<file path="src/hdl/multi_level_order_flow_imbalance_assert.svh">
// Assertion macros shared by the RTL of the order flow imbalance block.
`ifndef MULTI_LEVEL_ORDER_FLOW_IMBALANCE_ASSERT_SVH
`define MULTI_LEVEL_ORDER_FLOW_IMBALANCE_ASSERT_SVH

// Same-cycle implication, disabled while reset is high.
`define MLOFI_ASSERT_IMP(name, clk, rst, ante, cons, msg) \
   name: assert property (@(posedge clk) disable iff (rst) (ante) |-> (cons)) else $error(msg);

// Next-cycle implication, disabled while reset is high.
`define MLOFI_ASSERT_NXT(name, clk, rst, ante, cons, msg) \
   name: assert property (@(posedge clk) disable iff (rst) (ante) |=> (cons)) else $error(msg);

`endif

</file>
<file path="src/hdl/mlofi_pkg.sv">
package mlofi_pkg;

   // Field widths of the level words.
   localparam int PRICE_W = 32;
   localparam int QTY_W   = 32;
   localparam int INDEX_W = 4;
   localparam int LVL_W   = 34;
   localparam int DEEP_W  = 38;
   localparam int MID_W   = 33;
   localparam int COUNT_W = 5;

   // Absolute ceiling on levels that the index field can name.
   localparam int INDEX_LIMIT = 16;

   // Reset value of the level count register.
   localparam logic [COUNT_W-1:0] LEVEL_COUNT_RESET = 5'd5;

   // One stored book level, as kept in the level memory.
   typedef struct packed {
      logic [PRICE_W-1:0] bid_price;
      logic [QTY_W-1:0]   bid_quantity;
      logic [PRICE_W-1:0] ask_price;
      logic [QTY_W-1:0]   ask_quantity;
      logic               bid_present;
      logic               ask_present;
   } entry_type;

   // Stage A: incoming level plus its sequencing context.
   typedef struct packed {
      logic [INDEX_W-1:0] index;
      logic               last;
      logic               have_previous;
      entry_type          cur;
   } stage_a_type;

   // Stage B: per-side depth changes.
   typedef struct packed {
      logic [INDEX_W-1:0]      index;
      logic                    last;
      logic                    counted;
      logic                    two_sided;
      logic signed [LVL_W-1:0] bid_delta;
      logic signed [LVL_W-1:0] ask_delta;
      logic [MID_W-1:0]        mid;
   } stage_b_type;

   // Stage C: level imbalance.
   typedef struct packed {
      logic [INDEX_W-1:0]      index;
      logic                    last;
      logic                    counted;
      logic                    two_sided;
      logic signed [LVL_W-1:0] imbalance;
      logic [MID_W-1:0]        mid;
   } stage_c_type;

   // Stage D: the result word and the running snapshot holds.
   typedef struct packed {
      logic [INDEX_W-1:0]       index;
      logic signed [LVL_W-1:0]  imbalance;
      logic                     counted;
      logic signed [DEEP_W-1:0] deep;
      logic signed [LVL_W-1:0]  top;
      logic                     top_valid;
      logic [MID_W-1:0]         mid;
      logic                     mid_valid;
      logic                     last;
   } stage_d_type;

   // Bid depth change: a higher price counts the new queue, a lower one
   // removes the old queue, an equal one counts the queue difference.
   function automatic logic signed [LVL_W-1:0] bid_change(
      input logic [PRICE_W-1:0] cur_price,
      input logic [QTY_W-1:0]   cur_qty,
      input logic [PRICE_W-1:0] prev_price,
      input logic [QTY_W-1:0]   prev_qty
   );
      logic signed [LVL_W-1:0] cq;
      logic signed [LVL_W-1:0] pq;
      cq = signed'({{(LVL_W-QTY_W){1'b0}}, cur_qty});
      pq = signed'({{(LVL_W-QTY_W){1'b0}}, prev_qty});
      if (cur_price > prev_price) begin
         return cq;
      end else if (cur_price == prev_price) begin
         return cq - pq;
      end else begin
         return -pq;
      end
   endfunction

   // Ask depth change: the same rule with a lower price as the improvement.
   function automatic logic signed [LVL_W-1:0] ask_change(
      input logic [PRICE_W-1:0] cur_price,
      input logic [QTY_W-1:0]   cur_qty,
      input logic [PRICE_W-1:0] prev_price,
      input logic [QTY_W-1:0]   prev_qty
   );
      logic signed [LVL_W-1:0] cq;
      logic signed [LVL_W-1:0] pq;
      cq = signed'({{(LVL_W-QTY_W){1'b0}}, cur_qty});
      pq = signed'({{(LVL_W-QTY_W){1'b0}}, prev_qty});
      if (cur_price < prev_price) begin
         return cq;
      end else if (cur_price == prev_price) begin
         return cq - pq;
      end else begin
         return -pq;
      end
   endfunction

endpackage

</file>
<file path="src/hdl/mlofi_ram.sv">
module mlofi_ram #(
   parameter int WIDTH = 8,
   parameter int DEPTH = 16
) (
   input  logic                                          clock,
   input  logic                                          wr_en,
   input  logic [((DEPTH > 1) ? $clog2(DEPTH) : 1)-1:0]  wr_addr,
   input  logic [WIDTH-1:0]                              wr_data,
   input  logic                                          rd_en,
   input  logic [((DEPTH > 1) ? $clog2(DEPTH) : 1)-1:0]  rd_addr,
   output logic [WIDTH-1:0]                              rd_data
);

   logic [WIDTH-1:0] mem_ff [DEPTH];

   // Registered read; a read and a write of one entry in the same cycle
   // return the old contents.
   always_ff @(posedge clock) begin
      if (wr_en) begin
         mem_ff[wr_addr] <= wr_data;
      end
      if (rd_en) begin
         rd_data <= mem_ff[rd_addr];
      end
   end

endmodule

</file>
<file path="src/hdl/multi_level_order_flow_imbalance.sv">
// Multi-level order flow imbalance. A book snapshot arrives as a run of
// level words, level 0 first, one level per word; the run length is the
// level count register (0 acts as 1, values above the smaller of MAX_LEVELS
// and 16 saturate). Each accepted word gives one result word. The block takes
// one level word per clock; its result passes through the registered stages A,
// B, C and D, and the pipeline only stops when the result side holds off.
// The previous snapshot lives in one level memory that is read and rewritten
// in the cycle a level word is accepted, so a level that repeats in the next
// word (a one-level snapshot) already sees the new contents. Per-entry valid
// bits, cleared by reset, stand in for a zeroed memory, so no clearing pass is
// needed and words are accepted from the first cycle after reset.
`include "multi_level_order_flow_imbalance_assert.svh"

module multi_level_order_flow_imbalance
   import mlofi_pkg::*;
#(
   parameter int MAX_LEVELS = 16
) (
   input  logic          clock,
   input  logic          reset,
   // Level count register.
   input  logic          csr_wr_en,
   input  logic [4:0]    csr_wr_data,
   // Level word in. tdata: bid_price, bid_quantity, ask_price, ask_quantity.
   input  logic          req_tvalid,
   output logic          req_tready,
   input  logic [127:0]  req_tdata,
   // tuser: bid_present, ask_present.
   input  logic [1:0]    req_tuser,
   // Result word out. tdata: level_index, level_imbalance, deep_imbalance,
   // top_imbalance, mid_doubled, one zero pad bit.
   output logic          rsp_tvalid,
   input  logic          rsp_tready,
   output logic [143:0]  rsp_tdata,
   // tuser: level_counted, top_valid, mid_valid.
   output logic [2:0]    rsp_tuser,
   output logic          rsp_tlast
);

   localparam int ADDR_W      = (MAX_LEVELS > 1) ? $clog2(MAX_LEVELS) : 1;
   localparam int LEVEL_LIMIT = (MAX_LEVELS < INDEX_LIMIT) ? MAX_LEVELS : INDEX_LIMIT;
   localparam int ENTRY_W     = $bits(entry_type);

   // Sequencing state.
   logic [COUNT_W-1:0]    level_count_ff, level_count_in;
   logic [INDEX_W-1:0]    position_ff, position_in;
   logic                  have_prev_ff, have_prev_in;
   logic [MAX_LEVELS-1:0] entry_valid_ff, entry_valid_in;

   // Pipeline stages.
   logic        a_valid_ff, a_valid_in;
   logic        b_valid_ff, b_valid_in;
   logic        c_valid_ff, c_valid_in;
   logic        d_valid_ff, d_valid_in;
   stage_a_type a_ff, a_in;
   logic        a_entry_valid_ff, a_entry_valid_in;
   stage_b_type b_ff, b_in;
   stage_c_type c_ff, c_in;
   stage_d_type d_ff, d_in;

   logic rdy_a, rdy_b, rdy_c, rdy_d;
   logic accept;

   logic [COUNT_W-1:0] levels;
   logic [INDEX_W-1:0] level_sel;
   logic               level_last;
   logic [ADDR_W-1:0]  addr;

   entry_type cur_entry;
   entry_type prev_entry;
   logic [ENTRY_W-1:0] ram_rd_data;

   // Effective run length and the level of the word now offered.
   always_comb begin
      if (level_count_ff == '0) begin
         levels = COUNT_W'(1);
      end else if (level_count_ff > COUNT_W'(LEVEL_LIMIT)) begin
         levels = COUNT_W'(LEVEL_LIMIT);
      end else begin
         levels = level_count_ff;
      end
      if ({1'b0, position_ff} >= levels) begin
         level_sel = INDEX_W'(levels - COUNT_W'(1));
      end else begin
         level_sel = position_ff;
      end
      level_last = (({1'b0, level_sel} + COUNT_W'(1)) >= levels);
      addr       = ADDR_W'(level_sel);
   end

   // Ready chain; a stage takes a new word when it is empty or moving on.
   assign rdy_d      = !d_valid_ff || rsp_tready;
   assign rdy_c      = !c_valid_ff || rdy_d;
   assign rdy_b      = !b_valid_ff || rdy_c;
   assign rdy_a      = !a_valid_ff || rdy_b;
   assign req_tready = rdy_a;
   assign accept     = req_tvalid && rdy_a;

   assign cur_entry.bid_price    = req_tdata[31:0];
   assign cur_entry.bid_quantity = req_tdata[63:32];
   assign cur_entry.ask_price    = req_tdata[95:64];
   assign cur_entry.ask_quantity = req_tdata[127:96];
   assign cur_entry.bid_present  = req_tuser[0];
   assign cur_entry.ask_present  = req_tuser[1];

   // Level memory: read the old entry and write the new one on accept.
   mlofi_ram #(
      .WIDTH (ENTRY_W),
      .DEPTH (MAX_LEVELS)
   ) u_level_ram (
      .clock   (clock),
      .wr_en   (accept),
      .wr_addr (addr),
      .wr_data (cur_entry),
      .rd_en   (accept),
      .rd_addr (addr),
      .rd_data (ram_rd_data)
   );

   assign prev_entry = entry_type'(ram_rd_data);

   // Configuration and snapshot sequencing.
   always_comb begin
      level_count_in = level_count_ff;
      position_in    = position_ff;
      have_prev_in   = have_prev_ff;
      entry_valid_in = entry_valid_ff;
      if (csr_wr_en) begin
         level_count_in = csr_wr_data;
      end
      if (accept) begin
         entry_valid_in[addr] = 1'b1;
         if (level_last) begin
            position_in  = '0;
            have_prev_in = 1'b1;
         end else begin
            position_in = level_sel + INDEX_W'(1);
         end
      end
   end

   // Stage A: register the word with its level and context.
   always_comb begin
      a_valid_in       = a_valid_ff;
      a_in             = a_ff;
      a_entry_valid_in = a_entry_valid_ff;
      if (rdy_a) begin
         a_valid_in = req_tvalid;
      end
      if (accept) begin
         a_in.index         = level_sel;
         a_in.last          = level_last;
         a_in.have_previous = have_prev_ff;
         a_in.cur           = cur_entry;
         a_entry_valid_in   = entry_valid_ff[addr];
      end
   end

   // Stage B: depth change of each side against the stored level.
   always_comb begin
      b_valid_in = b_valid_ff;
      b_in       = b_ff;
      if (rdy_b) begin
         b_valid_in = a_valid_ff;
         if (a_valid_ff) begin
            b_in.index     = a_ff.index;
            b_in.last      = a_ff.last;
            b_in.two_sided = a_ff.cur.bid_present && a_ff.cur.ask_present;
            b_in.counted   = a_ff.have_previous && a_ff.cur.bid_present
                             && a_ff.cur.ask_present && a_entry_valid_ff
                             && prev_entry.bid_present && prev_entry.ask_present;
            b_in.bid_delta = bid_change(a_ff.cur.bid_price, a_ff.cur.bid_quantity,
                                        prev_entry.bid_price, prev_entry.bid_quantity);
            b_in.ask_delta = ask_change(a_ff.cur.ask_price, a_ff.cur.ask_quantity,
                                        prev_entry.ask_price, prev_entry.ask_quantity);
            if (a_ff.cur.bid_present && a_ff.cur.ask_present) begin
               b_in.mid = {1'b0, a_ff.cur.bid_price} + {1'b0, a_ff.cur.ask_price};
            end else begin
               b_in.mid = '0;
            end
         end
      end
   end

   // Stage C: level imbalance, zero when the level does not count.
   always_comb begin
      c_valid_in = c_valid_ff;
      c_in       = c_ff;
      if (rdy_c) begin
         c_valid_in = b_valid_ff;
         if (b_valid_ff) begin
            c_in.index     = b_ff.index;
            c_in.last      = b_ff.last;
            c_in.counted   = b_ff.counted;
            c_in.two_sided = b_ff.two_sided;
            c_in.mid       = b_ff.mid;
            c_in.imbalance = b_ff.counted ? (b_ff.bid_delta - b_ff.ask_delta) : '0;
         end
      end
   end

   // Stage D: running deep sum and level-0 holds; this is the result word.
   always_comb begin
      d_valid_in = d_valid_ff;
      d_in       = d_ff;
      if (rdy_d) begin
         d_valid_in = c_valid_ff;
         if (c_valid_ff) begin
            d_in.index     = c_ff.index;
            d_in.imbalance = c_ff.imbalance;
            d_in.counted   = c_ff.counted;
            d_in.last      = c_ff.last;
            if (c_ff.index == '0) begin
               d_in.deep      = DEEP_W'(c_ff.imbalance);
               d_in.top       = c_ff.imbalance;
               d_in.top_valid = c_ff.counted;
               d_in.mid       = c_ff.mid;
               d_in.mid_valid = c_ff.two_sided;
            end else begin
               d_in.deep = d_ff.deep + DEEP_W'(c_ff.imbalance);
            end
         end
      end
   end

   // Control state with reset; payload registers run free.
   always_ff @(posedge clock) begin
      if (reset) begin
         level_count_ff <= LEVEL_COUNT_RESET;
         position_ff    <= '0;
         have_prev_ff   <= 1'b0;
         entry_valid_ff <= '0;
         a_valid_ff     <= 1'b0;
         b_valid_ff     <= 1'b0;
         c_valid_ff     <= 1'b0;
         d_valid_ff     <= 1'b0;
      end else begin
         level_count_ff <= level_count_in;
         position_ff    <= position_in;
         have_prev_ff   <= have_prev_in;
         entry_valid_ff <= entry_valid_in;
         a_valid_ff     <= a_valid_in;
         b_valid_ff     <= b_valid_in;
         c_valid_ff     <= c_valid_in;
         d_valid_ff     <= d_valid_in;
      end
      a_ff             <= a_in;
      a_entry_valid_ff <= a_entry_valid_in;
      b_ff             <= b_in;
      c_ff             <= c_in;
      d_ff             <= d_in;
   end

   // Result word.
   assign rsp_tvalid = d_valid_ff;
   assign rsp_tdata  = {1'b0, d_ff.mid, d_ff.top, d_ff.deep, d_ff.imbalance, d_ff.index};
   assign rsp_tuser  = {d_ff.mid_valid, d_ff.top_valid, d_ff.counted};
   assign rsp_tlast  = d_ff.last;

   // An uncounted level never carries an imbalance.
   `MLOFI_ASSERT_IMP(a_uncounted_zero, clock, reset, d_valid_ff && !d_ff.counted, d_ff.imbalance == '0, "uncounted level with nonzero imbalance")
   // A counted top level implies a two-sided top level.
   `MLOFI_ASSERT_IMP(a_top_needs_mid, clock, reset, d_valid_ff && d_ff.top_valid, d_ff.mid_valid, "top valid without a two-sided top level")
   // Mid is zero whenever the top level was one-sided.
   `MLOFI_ASSERT_IMP(a_mid_zero, clock, reset, d_valid_ff && !d_ff.mid_valid, d_ff.mid == '0, "mid nonzero for a one-sided top level")
   // A word inside a snapshot moves the position on by one level.
   `MLOFI_ASSERT_NXT(a_pos_step, clock, reset, accept && !level_last, position_ff == ($past(level_sel) + INDEX_W'(1)), "level position did not advance")
   // The last word of a snapshot rewinds and marks a previous snapshot.
   `MLOFI_ASSERT_NXT(a_pos_wrap, clock, reset, accept && level_last, (position_ff == '0) && have_prev_ff, "snapshot end did not rewind")

endmodule
</file>
<file path="config.mk">
export PLATFORM = sky130hd
export DESIGN_NAME = multi_level_order_flow_imbalance
export DESIGN_NICKNAME = d
export VERILOG_FILES = /design/src/hdl/mlofi_pkg.sv /design/src/hdl/mlofi_ram.sv /design/src/hdl/multi_level_order_flow_imbalance.sv
export VERILOG_INCLUDE_DIRS = /design/src /design/src/hdl
export SDC_FILE = /design/constraint.sdc
export NUM_CORES = 2
export LEC_CHECK = 0
export ABC_CLOCK_PERIOD_IN_PS = 20400
export BUFFER_PORTS_ARGS = -buffer_cell sky130_fd_sc_hd__buf_2
export CORE_ASPECT_RATIO = 1.4
export CORE_MARGIN = 2
export CORE_UTILIZATION = 35
export CTS_CLUSTER_DIAMETER = 30
export CTS_CLUSTER_SIZE = 8
export DETAILED_ROUTE_END_ITERATION = 8
export RECOVER_POWER = 100
export SLEW_MARGIN = 20
export SYNTH_ARGS = -nofsm -noshare
export SYNTH_HDL_FRONTEND = slang
export SYNTH_HIERARCHICAL = 1
export SYNTH_SLANG_ARGS = --single-unit
</file>
<file path="constraint.sdc">
create_clock -name clock -period 20.4 [get_ports clock]
set_input_delay 3.06 -clock clock [delete_from_list [all_inputs] [get_ports clock]]
set_output_delay 3.06 -clock clock [all_outputs]
set_load 0.005 [all_outputs]
</file>
Word level (Yosys, flattened, before mapping):

Memories as Yosys holds them, arrays and structs flattened. A register that Yosys moved wholly into a read port is not among the register bits.
Cells that the tools add are included.

* word-level logic and storage cells: 101
* output and inout port bits: 150
* bits in writable memories: 2080
* register bits: 496
* memories: 1
* memory bits (read-only): 0
* bits in latches: 0

* mux-type cells: 15
* bitwise operators: 1
* eq/ne operators: 2
* divide/modulo/power cells: 0
* reductions and logical operators: 23
* add/sub/neg operators: 10
* shift operators: 0
* multiply operators: 0
* order comparisons: 7

Memory list
* u_level_ram.mem_ff: depth 16, width 130, rd ports 1, clocked after memory_dff 1, wr ports 1, RTL line mlofi_ram.sv:14 `logic [WIDTH-1:0] mem_ff [DEPTH];`

Operators by type and width (number)
* 34-bit two-way mux: 2
* 32-bit negator with 34-bit output: 2
* 32-bit by 32-bit subtractor with 33-bit output: 2
* 32-bit == test: 2
* 32-bit two-way mux: 2
* 38-bit by 34-bit adder with 38-bit output: 1
* 38-bit two-way mux: 1
* 34-bit subtractor: 1
* 32-bit by 32-bit adder with 33-bit output: 1
* 32-bit greater-than comparator: 1
* 32-bit less-than comparator: 1
* 16-bit bitwise OR: 1
* 5-bit two-way mux: 2
* 1-bit logical AND: 8
* 4-bit two-way mux: 2
* 2-bit AND reduction: 4
* 4-bit by 1-bit adder with 5-bit output (second input constant): 1
* 4-bit by 5-bit greater-or-equal comparator with 1-bit output: 1
* 5-bit greater-or-equal comparator: 1
* 5-bit greater-than comparator (second input constant): 1
* 5-bit zero test: 1
* 4-bit by 5-bit less-than comparator with 1-bit output (second input constant): 1
* 4-bit by 1-bit adder with 4-bit output (second input constant): 1
* 1-bit binary-select mux with 4-bit select: 1
* other kinds (8): 17

Depth between registers and ports, before layout:

* depth in word-level cells: 10
* depth in mapped cells: 22

Modules after synthesis:

The synthesis kept the hierarchy.

By module, submodules not included
* mlofi_ram: instances 1, cells each 3409, area each 81977.4 um^2
* multi_level_order_flow_imbalance: instances 1, cells each 2620, area each 28573.7 um^2

Worst setup path after synthesis:

OpenSTA, ideal clock, no wires.

* path kind: input port to flip-flop
* start: input port rsp_tready
* end: memory u_level_ram/mem_ff[12][0] (netlist name) (enable)
* path buffers: 0
* setup slack: 1023 ps
* arrival time: 18600 ps
* stages: 7
* cell sequence: nor2b_1 -> and3_1 -> nand2_1 -> nand2_1 -> inv_1 -> nand3_1 -> nor3_1

* cells in the longest elaborated chain, start to end: 7

Ends and longest elaborated chain
* start: declaration: RTL line multi_level_order_flow_imbalance.sv:33 `input logic rsp_tready,`
* 1-bit logical OR: RTL line multi_level_order_flow_imbalance.sv:92 `assign rdy_d = !d_valid_ff || rsp_tready;`
* 1-bit logical OR: RTL line multi_level_order_flow_imbalance.sv:93 `assign rdy_c = !c_valid_ff || rdy_d;`
* 1-bit logical OR: RTL line multi_level_order_flow_imbalance.sv:94 `assign rdy_b = !b_valid_ff || rdy_c;`
* 1-bit logical OR: RTL line multi_level_order_flow_imbalance.sv:95 `assign rdy_a = !a_valid_ff || rdy_b;`
* named net req_tready: RTL line multi_level_order_flow_imbalance.sv:26 `output logic req_tready,`
* 1-bit logical AND: RTL line multi_level_order_flow_imbalance.sv:97 `assign accept = req_tvalid && rdy_a;`
* named net accept: RTL line multi_level_order_flow_imbalance.sv:62 `logic accept;`
* 1-bit two-way mux: RTL line mlofi_ram.sv:19 `if (wr_en) begin`
* 1-bit two-way mux (implied by the code): RTL line mlofi_ram.sv:20 `mem_ff[wr_addr] <= wr_data;`
* end: declaration: RTL line mlofi_ram.sv:14

The timed path passes the listed nets, and every way through them passes these cells.

Final worst setup path:

* start: input port rsp_tready
* end: memory u_level_ram/mem_ff[4][20] (netlist name) (enable)

* cells in the longest elaborated chain, start to end: 7

Ends and longest elaborated chain (RTL line)
* 1-bit logical OR: multi_level_order_flow_imbalance.sv:92
* 1-bit logical OR: multi_level_order_flow_imbalance.sv:93
* 1-bit logical OR: multi_level_order_flow_imbalance.sv:94
* 1-bit logical OR: multi_level_order_flow_imbalance.sv:95
* 1-bit logical AND: multi_level_order_flow_imbalance.sv:97
* named net accept: multi_level_order_flow_imbalance.sv:62
* 1-bit two-way mux: mlofi_ram.sv:19
* 1-bit two-way mux (implied by the code): mlofi_ram.sv:20

The timed path passes the listed nets, and every way through them passes these cells.

==> impl_metrics.toml <==
[outcome]
outcome = "finished, violations left"
violations = "max-capacitance violations, max-slew violations"

[cts]
cts.reportedPaths.clkPinSlew_ns = 0.05
hold_buffers = 0
clockBufferDepth = 4
numClockSinks = 2706
htree_levels = 5
clock_tree.root_cell = "clkbuf_16"
tritoncts = "done"
cts_resized = 0
clk_latency_ns = 0.94
cts_setup_buffers = 0
numCtsBuffers = 440

[route]
drt_iter0_markers = 5039
wl_per_cell_um = 26.5
drt_first_pass_iters = 6
num_vias = 58900
vias_per_cell = 5.33
drt_wl_total_mm = 293
detail-route-antenna-nets = 0
drc = 0

[setup_path]
critPathLaunchType = "input port"
cp.arrival_ns = 13.67
slowest_delay_ns = 3.42
crit_path_top_delay_cell = "clkbuf_1"
worstSetupEndpointType = "flip-flop"
required_ns = 20.76
path_max_fanout = 67
worst-setup-path-type = "in -> reg"
cp_cell_sequence = "buf_2 > nor2b_1 > and3_1 > nand2_1 > nand2_1 > clkinvlp_2 > nand3b_1 > nor3_1 > clkbuf_1 > clkbuf_1"

[yosys]
synth_edf_count = 2676
netlist_area_um2 = 111000
synthTopCellsByArea = "edfxtp_1, mux4_2, ha_1, a22oi_1, a21oi_1"
synth_commonest_cells = "edfxtp_1, mux4_2, ha_1"
yosysUniqueCellTypes = 78
synthFlopType = "edfxtp_1"
synth_top_area_cell = "edfxtp_1"
yosys_warnings = 6
synth_top_area_share_pct = 72.7
async_reset_ff_share_pct = 0
synth.avg_cell_area_um2 = 18.3
ys_seq_area_share_pct = 73.2
syn_inst = 6029
ys_ff_latch = 2706
syn_nets = 6416
synth.most_common_cell = "edfxtp_1"

[timing]
fmax_mhz = 75.1
drv_slew = 2662
fin_crit_ns = 13.31
finalSetupTns_ns = 0
max_slew.worst_pin.slew_ns = 6.20
relSlewSlack_pct = -313
skew_ns = 0.106
hold_viol = 0
fin_crit_sh_pct = 65.2
rsz0062_at_grt = "false"
final-setup-viol-count = 0

[floorplanning]
die_x_um = 479
die_y_um = 669
num_rows = 244
start_util_pct = 35.1
design.die.area_um2 = 320000
core_area_um2 = 315000
pin_count = 290

[layout]
syn_to_final_growth_pct = 17.2
fin_util_pct = 41.2
final_layout_size_suffix_gt1_share_pct = 18.6
final_nets = 7004
fill_cells = 27800

[global_routing]
track_usage_pct = 18.0
antenna_found_initial = 72
grt_start_max_net_pins = 152
overflow = 0
grt_pass1_vias = 60500
grt_pass1_wl_mm = 423

[place]
io_buffers = 288
dp_hpwl_mm = 180
place.gp.congestion = 0.883

[power]
leakage_nw = 42.9
power.density_nw_per_um2 = 145
vdd_ir_drop_max_mv = 0.134

[job]
max-cap-violations = 60

[worst_hold_path]
hold_class = "reg -> reg"
metrics by stage:
stage / area [um2] / total power, W / hold slack [ns] / std cells / setup slack (ns)
2_1_floorplan: 111000 / 0.0107 / 0.400 / 6029 / 1.02
3_3_place_gp: 117000 / 0.0122 / 0.401 / 10400 / 12.82
3_5_place_dp: 117000 / 0.0123 / 0.405 / 10400 / 12.84
4_1_cts: 130000 / 0.0189 / 0.376 / 11000 / 13.15
5_1_grt: 130000 / 0.0196 / 0.380 / 11000 / 6.46
6_report: 130000 / 0.0188 / 0.367 / 11000 / 7.09
power by group:
part           switching, W  internal [W]  total (W)
sequential         0.000310       0.00692    0.00723
combinational       0.00287       0.00218    0.00505
clock               0.00243       0.00414    0.00657
total               0.00561        0.0132     0.0188
final timing paths:
path | start | to | slack [ns] | cells past startpoint
setup / recovery | rsp_tready | u_level_ram/mem_ff[4][20] | 7.09 | 10
hold / removal | c_ff[6] | rsp_tdata[116] | 0.37 | 0
setup reg to reg | level_count_ff[2] | u_level_ram/mem_ff[4][20] | 7.31 | 16
hold reg to reg | c_ff[6] | rsp_tdata[116] | 0.37 | 0
layout make-up:
cell class / count / area, um2 / share of cell area [%]
inverters: 222 / 838 / 0.647
clock inverters: 144 / 1470 / 1.14
multi-input cells: 2862 / 27800 / 21.4
well taps: 4182 / 5230 / 4.04
diodes: 30 / 75.1 / 0.0579
repair buffers: 385 / 1780 / 1.37
flip-flops and latches: 2706 / 81000 / 62.5
clock buffers: 518 / 11500 / 8.84
kinds of logic (layout without fill, tap and decap cells):
family	count (synthesis)	after routing	synth area share [%]
compound gates	959	959	5.75
xor+xnor	182	182	1.44
fa+ha+maj	247	247	2.83
buf+inv	461	1269	1.75
flops	2706	2706	73.2
mux	619	619	11.2
other cells	1	31	0.00339
simple gates	854	854	3.77
per-layer routing:
metal,routed length (um),vias to the layer above,GRT usage [%]
li1,-,25500,-
met1,114000,30800,22.2
met2,149000,2082,31.4
met3,17400,559,2.94
met4,12200,22,7.39
met5,154,-,0
layout by cell type, fill, tap and decap left out, drive strengths merged, types with 20 or more instances in the layout:
| cell type | instances |
|---|---|
| ha | 242 |
| and3 | 21 |
| nor3 | 50 |
| nand3 | 50 |
| xnor2 | 128 |
| diode | 30 |
| edfxtp | 2676 |
| and2 | 35 |
| a22oi | 225 |
| mux2 | 78 |
| mux4 | 489 |
| mux2i | 52 |
| clkinv | 104 |
| a21oi | 233 |
| nor2 | 229 |
| buf | 115 |
| xor2 | 54 |
| a21o | 130 |
| dfxtp | 30 |
| o21bai | 23 |
| nor2b | 69 |
| o221ai | 23 |
| nand2b | 48 |
| inv | 229 |
| nand2 | 241 |
| a31oi | 24 |
| clkbuf | 788 |
| nand4 | 36 |
| a211oi | 20 |
| o21ai | 151 |
worst max-delay path, delay by kind of cell:
kind / cells / cell delay, ns
AND/OR/NAND/NOR: 6 / 1.78
buffers and inverters: 4 / 8.61
sequential cells by signal, summed over array words and instances (netlist names):
name / count
have_prev_ff: 1
entry_valid_ff: 16
a_entry_valid_ff: 1
c_ff: 74
b_valid_ff: 1
b_ff: 108
rsp_tvalid: 1
position_ff: 4
c_valid_ff: 1
u_level_ram/mem_ff: 2080
a_valid_ff: 1
rsp_tdata: 143
a_ff: 136
rsp_tuser: 3
rsp_tlast: 1
level_count_ff: 5
u_level_ram/rd_data: 130
Power figures use the tool's default switching activity.
